$ cat src/hdl/mbe_pkg.sv
`timescale 1ns / 1ps
// ----------------------------------------------------------------------------
// Mandelbrot escape-time shader package
// Shared constants, register indexes, controller states, the command and
// status bundles between controller and datapath, and the shade mapping.
// ----------------------------------------------------------------------------
package mbe_pkg;

  localparam int unsigned FRAC_BITS_DEF = 28;
  localparam int unsigned COLUMN_LIMIT  = 4096;
  localparam int unsigned ROW_LIMIT     = 4096;

  localparam int unsigned IDX_W    = 12;
  localparam int unsigned ITER_W   = 8;
  localparam int unsigned SHADE_W  = 8;
  localparam int unsigned CFG_W    = 32;
  localparam int unsigned STEP_W   = 31;
  localparam int unsigned CFG_IDX_W = 2;

  localparam logic [ITER_W-1:0]  MAX_ITER     = 8'd200;
  localparam logic [SHADE_W-1:0] SHADE_INSIDE = 8'd255;

  // i/5 as (i*205) >> 10, exact for every count below the limit
  localparam logic [15:0] DIV5_MUL   = 16'd205;
  localparam int unsigned DIV5_SHIFT = 10;

  localparam logic [CFG_W-1:0]  CORNER_RE_RST = 32'hE000_0000;
  localparam logic [CFG_W-1:0]  CORNER_IM_RST = 32'h1000_0000;
  localparam logic [STEP_W-1:0] STEP_RE_RST   = 31'd1006633;
  localparam logic [STEP_W-1:0] STEP_IM_RST   = 31'd894785;

  typedef enum logic [CFG_IDX_W-1:0] {
    REG_CORNER_RE = 2'd0,
    REG_CORNER_IM = 2'd1,
    REG_STEP_RE   = 2'd2,
    REG_STEP_IM   = 2'd3
  } cfg_idx_e;

  typedef enum logic [2:0] {
    ST_IDLE,
    ST_CMUL,
    ST_CADD,
    ST_ZMUL,
    ST_ZUPD
  } ctrl_state_e;

  typedef struct packed {
    logic load_in;
    logic coord_mul;
    logic coord_add;
    logic z_mul;
    logic z_upd;
    logic out_load;
  } cmd_t;

  typedef struct packed {
    logic done;
  } sts_t;

  function automatic logic [SHADE_W-1:0] shade_of(input logic [ITER_W-1:0] cnt);
    logic [15:0] prod;
    prod = 16'(cnt) * DIV5_MUL;
    return cnt + SHADE_W'(prod >> DIV5_SHIFT);
  endfunction

endpackage

$ cat src/hdl/mbe_ctrl.sv
`timescale 1ns / 1ps
// ----------------------------------------------------------------------------
// Mandelbrot escape-time controller
// Sequences coordinate formation and the iteration loop, owns the
// output valid flag and holds a finished pixel until the output is free.
// ----------------------------------------------------------------------------
module mbe_ctrl
  import mbe_pkg::*;
(
  input  logic clk_i,
  input  logic rst_ni,
  input  logic in_valid_i,
  output logic in_ready_o,
  output logic out_valid_o,
  input  logic out_ready_i,
  input  sts_t sts_i,
  output cmd_t cmd_o
);

  ctrl_state_e state_q, state_d;
  logic        out_valid_q, out_valid_d;
  logic        out_free;

  assign out_free = !out_valid_q || out_ready_i;

  always_ff @(posedge clk_i or negedge rst_ni) begin
    if (!rst_ni) begin
      state_q     <= ST_IDLE;
      out_valid_q <= 1'b0;
    end else begin
      state_q     <= state_d;
      out_valid_q <= out_valid_d;
    end
  end

  always_comb begin
    state_d = state_q;
    cmd_o   = '0;
    case (state_q)
      ST_IDLE: begin
        if (in_valid_i) begin
          cmd_o.load_in = 1'b1;
          state_d       = ST_CMUL;
        end
      end
      ST_CMUL: begin
        cmd_o.coord_mul = 1'b1;
        state_d         = ST_CADD;
      end
      ST_CADD: begin
        cmd_o.coord_add = 1'b1;
        state_d         = ST_ZMUL;
      end
      ST_ZMUL: begin
        cmd_o.z_mul = 1'b1;
        state_d     = ST_ZUPD;
      end
      ST_ZUPD: begin
        if (sts_i.done) begin
          // stall here until the output register frees up
          if (out_free) begin
            cmd_o.out_load = 1'b1;
            state_d        = ST_IDLE;
          end
        end else begin
          cmd_o.z_upd = 1'b1;
          state_d     = ST_ZMUL;
        end
      end
      default: state_d = ST_IDLE;
    endcase
  end

  always_comb begin
    if (cmd_o.out_load) begin
      out_valid_d = 1'b1;
    end else if (out_ready_i) begin
      out_valid_d = 1'b0;
    end else begin
      out_valid_d = out_valid_q;
    end
  end

  assign in_ready_o  = (state_q == ST_IDLE);
  assign out_valid_o = out_valid_q;

endmodule

$ cat config.mk
export PLATFORM = sky130hd
export DESIGN_NAME = mbe_ctrl
export DESIGN_NICKNAME = d
export VERILOG_FILES = /design/src/hdl/mbe_pkg.sv /design/src/hdl/mbe_ctrl.sv
export SDC_FILE = /design/constraint.sdc
export NUM_CORES = 1
export LEC_CHECK = 0
export BUFFER_PORTS_ARGS = -buffer_cell sky130_fd_sc_hd__buf_2
export CAP_MARGIN = 25
export CORE_AREA = 5 5 42 44
export CTS_CLUSTER_DIAMETER = 50
export CTS_CLUSTER_SIZE = 10
export DETAILED_ROUTE_END_ITERATION = 6
export DIE_AREA = 0 0 47 49
export PLACE_DENSITY_LB_ADDON = 0.25
export RECOVER_POWER = 100
export SLEW_MARGIN = 0
export SYNTH_ARGS = -nofsm -noshare
export SYNTH_HDL_FRONTEND = slang
export SYNTH_SLANG_ARGS = --single-unit
export TNS_END_PERCENT = 20
$ cat constraint.sdc
create_clock -name clk_i -period 1.1 [get_ports clk_i]
set_clock_uncertainty 0.05 [all_clocks]
set_input_delay 0.11 -clock clk_i [delete_from_list [all_inputs] [get_ports clk_i]]
set_output_delay 0.11 -clock clk_i [all_outputs]
set_load 0.03 [all_outputs]
==> flow_summary.ini <==
[setup_path]
r2r-end = state_q[1]
r2r_cells = 3
arrival_ns = 1.21
cpPeakStageDelay_ns = 0.45
endpoint_kind = output pin
startpoint = state_q[0]
rrSetupSlack_ns = -0.07
crit_family = flip-flops
r2r_start = state_q[2]
crit_chain = nand4bb_1, nor2b_1, buf_4
cp_max_fo = 7
crit_path_top_delay_cell = dfrtp_2
start_kind = flop
timing.critical_path.buf_inv = 1
crit_type = flop to output pin
cp_data_required_time_ns = 0.94

[yosys]
yosysMostFrequentCell = dfrtp_1
yosysWarnings = 0
synthTopCellsByArea = dfrtp_1 (41%), nor2b_1 (7.7%), nor3b_1 (6.2%)
ys_top_cells_by_count = dfrtp_1 (4), nor2b_1 (3), clkbuf_1 (2), nor3b_1 (2), o21bai_1 (2)
ys_seq_elements = 4
yosysTopAreaCellShare = 0.4124
syn_nets = 30
syn_avg_cell_area_um2 = 9.709
netlist_instances = 25
syn_area_um2 = 242.7
synthFlopType = dfrtp_1
async_reset_ff_frac = 1.000
synth_edf_count = 0
yosysSeqAreaShare = 0.4124
yosysUniqueCellTypes = 17
synth_largest_area_cell = dfrtp_1

[pwr]
switching_share = 0.4206
p_comb_frac = 0.662
power_density_nw_per_um2 = 3265
internal_power_w = 0.0009043
switching_power_w = 0.0006563
pwr-share-clk = 0.126
sequentialPowerShare = 0.212
peakVddDrop_uv = 1337
leakage_nw = 0.2134

[sta]
rsz0062_at_grt = true
worst_pin_slew_ns = 0.2178
finalSetupViolations = 9
post-route-period-util = 1.242
max-slew-margin-rel = 0.8548
drv_slew = 0
min_period_ns = 1.366
hold_viol = 0
setup_ws_ns = -0.2663
fmaxAchievable_ghz = 0.7319

[layout]
num-fill-cells = 164
nNetsFinal = 51
diodes = 0
drive_above_1_share = 0.6444
fin_util = 0.3411
syn2layout_area_growth_pct = 96.91

[global_route]
grt_max_degree = 10
overflow = 0
grt_pass1_vias = 261
antenna_found_initial = 0
grt_pass1_wl_um = 1028
track_usage = 0.06281

[floorplanning]
num_rows = 14
die_area_um2 = 2303
io_pins = 13
die_w_um = 47
start_util = 0.1732
core_area_um2 = 1401
die_height_um = 49

[min_path]
hold_class = input pin to flop
worstHoldStart = out_ready_i
min_path_cells = 3
min_delay_worst_endpoint = out_valid_o

[clock_network]
cts_root_buf = clkbuf_4
worstSkewPairLatency_ns = 0.24
clockBufferDepth = 2
numCtsBuffers = 3
numClockSinks = 4
h-tree-depth = 1
cts_tree = yes
clk_pin_slew_ns = 0.04

[detailed_routing]
routed_wl_um = 622
highest_layer = met3
num_vias = 248
first_pass_iters = 2
wl_met1_um = 304
ant_nets = 0
met2WireLength_um = 280
first_iter_violations = 3
via_per_inst = 4.066
routed-wl-met3_um = 37
avgRoutedWirePerCell_um = 10.20
drc_errors = 0

[run]
drv_cap = 0

[run_status]
failed_checks = setup timing
status = finished with violations

[place]
place.gp.congestion = 0.7478
portBuffers = 12
dp_slack_ns = -0.1030
dp_hpwl_um = 491.6
## placed cells by master (no fill, tap or decap)
| master | count |
|---|---|
| and3b_2 | 1 |
| nand4bb_1 | 1 |
| dlygate4sd3_1 | 1 |
| or3b_1 | 1 |
| buf_2 | 4 |
| and2_4 | 1 |
| dfrtp_1 | 2 |
| nor4b_4 | 1 |
| nor3_4 | 1 |
| a21oi_1 | 1 |
| buf_6 | 4 |
| dfrtp_2 | 2 |
| nor2b_2 | 2 |
| nor2b_1 | 1 |
| nand2b_1 | 1 |
| o21bai_1 | 2 |
| clkbuf_4 | 3 |
| nor3b_4 | 1 |
| nand2_1 | 1 |
| buf_4 | 7 |
| o31a_1 | 1 |
| clkbuf_2 | 1 |
| clkbuf_1 | 2 |
| o21ai_0 | 1 |
| nor3b_1 | 1 |
| buf_12 | 1 |
## timing repair
action | in CTS | in global routing
resized for setup | 11 | 1
hold buffers | 1 | 0
setup buffers | 1 | 0
endpoints found under the setup margin | 9 | 10
hold endpoints to repair | 4 | 0
pin swaps | 2 | 0
## worst register-to-register path: stages, from the launching register on
cell and delay (ns):
dfrtp_2 0.46, buf_4 0.16, nor3b_1 0.13, o31a_1 0.24
## logic make-up after synthesis
| logic type | synth area share |
|---|---|
| AND/OR/NAND/NOR | 0.3866 |
| AO/OA/AOI/OAI | 0.1391 |
| flip-flops | 0.4124 |
| buffers and inverters | 0.06188 |
## stage by stage
| step | power [W] | cell area, µm² | TNS, ns | cells | hold slack (ns) |
|---|---|---|---|---|---|
| 3_3_place_gp | 0.001234 | 401.6 | -0.3656 | 55 | -0.1331 |
| 2_1_floorplan | 0.0009608 | 297.8 | -0.4754 | 25 | -0.2356 |
| 5_1_grt | 0.001663 | 478.0 | -2.233 | 61 | 0.1428 |
| 4_1_cts | 0.001580 | 476.7 | -1.850 | 61 | 0.1190 |
| 3_5_place_dp | 0.001239 | 401.6 | -0.4097 | 55 | -0.1324 |
| 6_report | 0.001561 | 478.0 | -1.723 | 61 | 0.1249 |
## metal layers
layer / global-route usage / vias up
met1: 0.07965 / 113
li1: - / 127
met2: 0.07919 / 8
met3: 0.02214 / 0
met4: 0.05530 / 0
met5: 0 / -
## area by class of cell
cell class / instances / area, µm² / area share
Multi-Input combinational cell: 18 / 172.7 / 0.3613
Timing Repair Buffer: 19 / 156.4 / 0.3272
Sequential cell: 4 / 102.6 / 0.2147
Clock buffer: 4 / 26.28 / 0.05497
Tap cell: 16 / 20.02 / 0.04188
## power groups by stage
| stage | Combinational, W | Sequential (W) | Clock, W |
|---|---|---|---|
| 3_5_place_dp | 0.000908 | 0.000332 | 0 |
| 2_1_floorplan | 0.000667 | 0.000294 | 0 |
| 4_1_cts | 0.00104 | 0.000329 | 0.000211 |
| 5_1_grt | 0.00110 | 0.000343 | 0.000225 |
| 6_report | 0.00103 | 0.000332 | 0.000196 |
| 3_3_place_gp | 0.000907 | 0.000327 | 0 |
## sequential cells by signal, indices dropped and copies added, names as in the netlist
register     count
state_q          3
out_valid_o      1
## worst max path at each step
stage	end	slack [ns]	cells after the start
finish	cmd_o[0]	-0.27	3
global route	cmd_o[0]	-0.32	3
CTS	cmd_o[0]	-0.28	3
detailed placement	cmd_o[1]	-0.10	3
global placement	cmd_o[1]	-0.09	3
floorplan	cmd_o[5]	-0.18	3
Power figures use the tool's default switching activity.
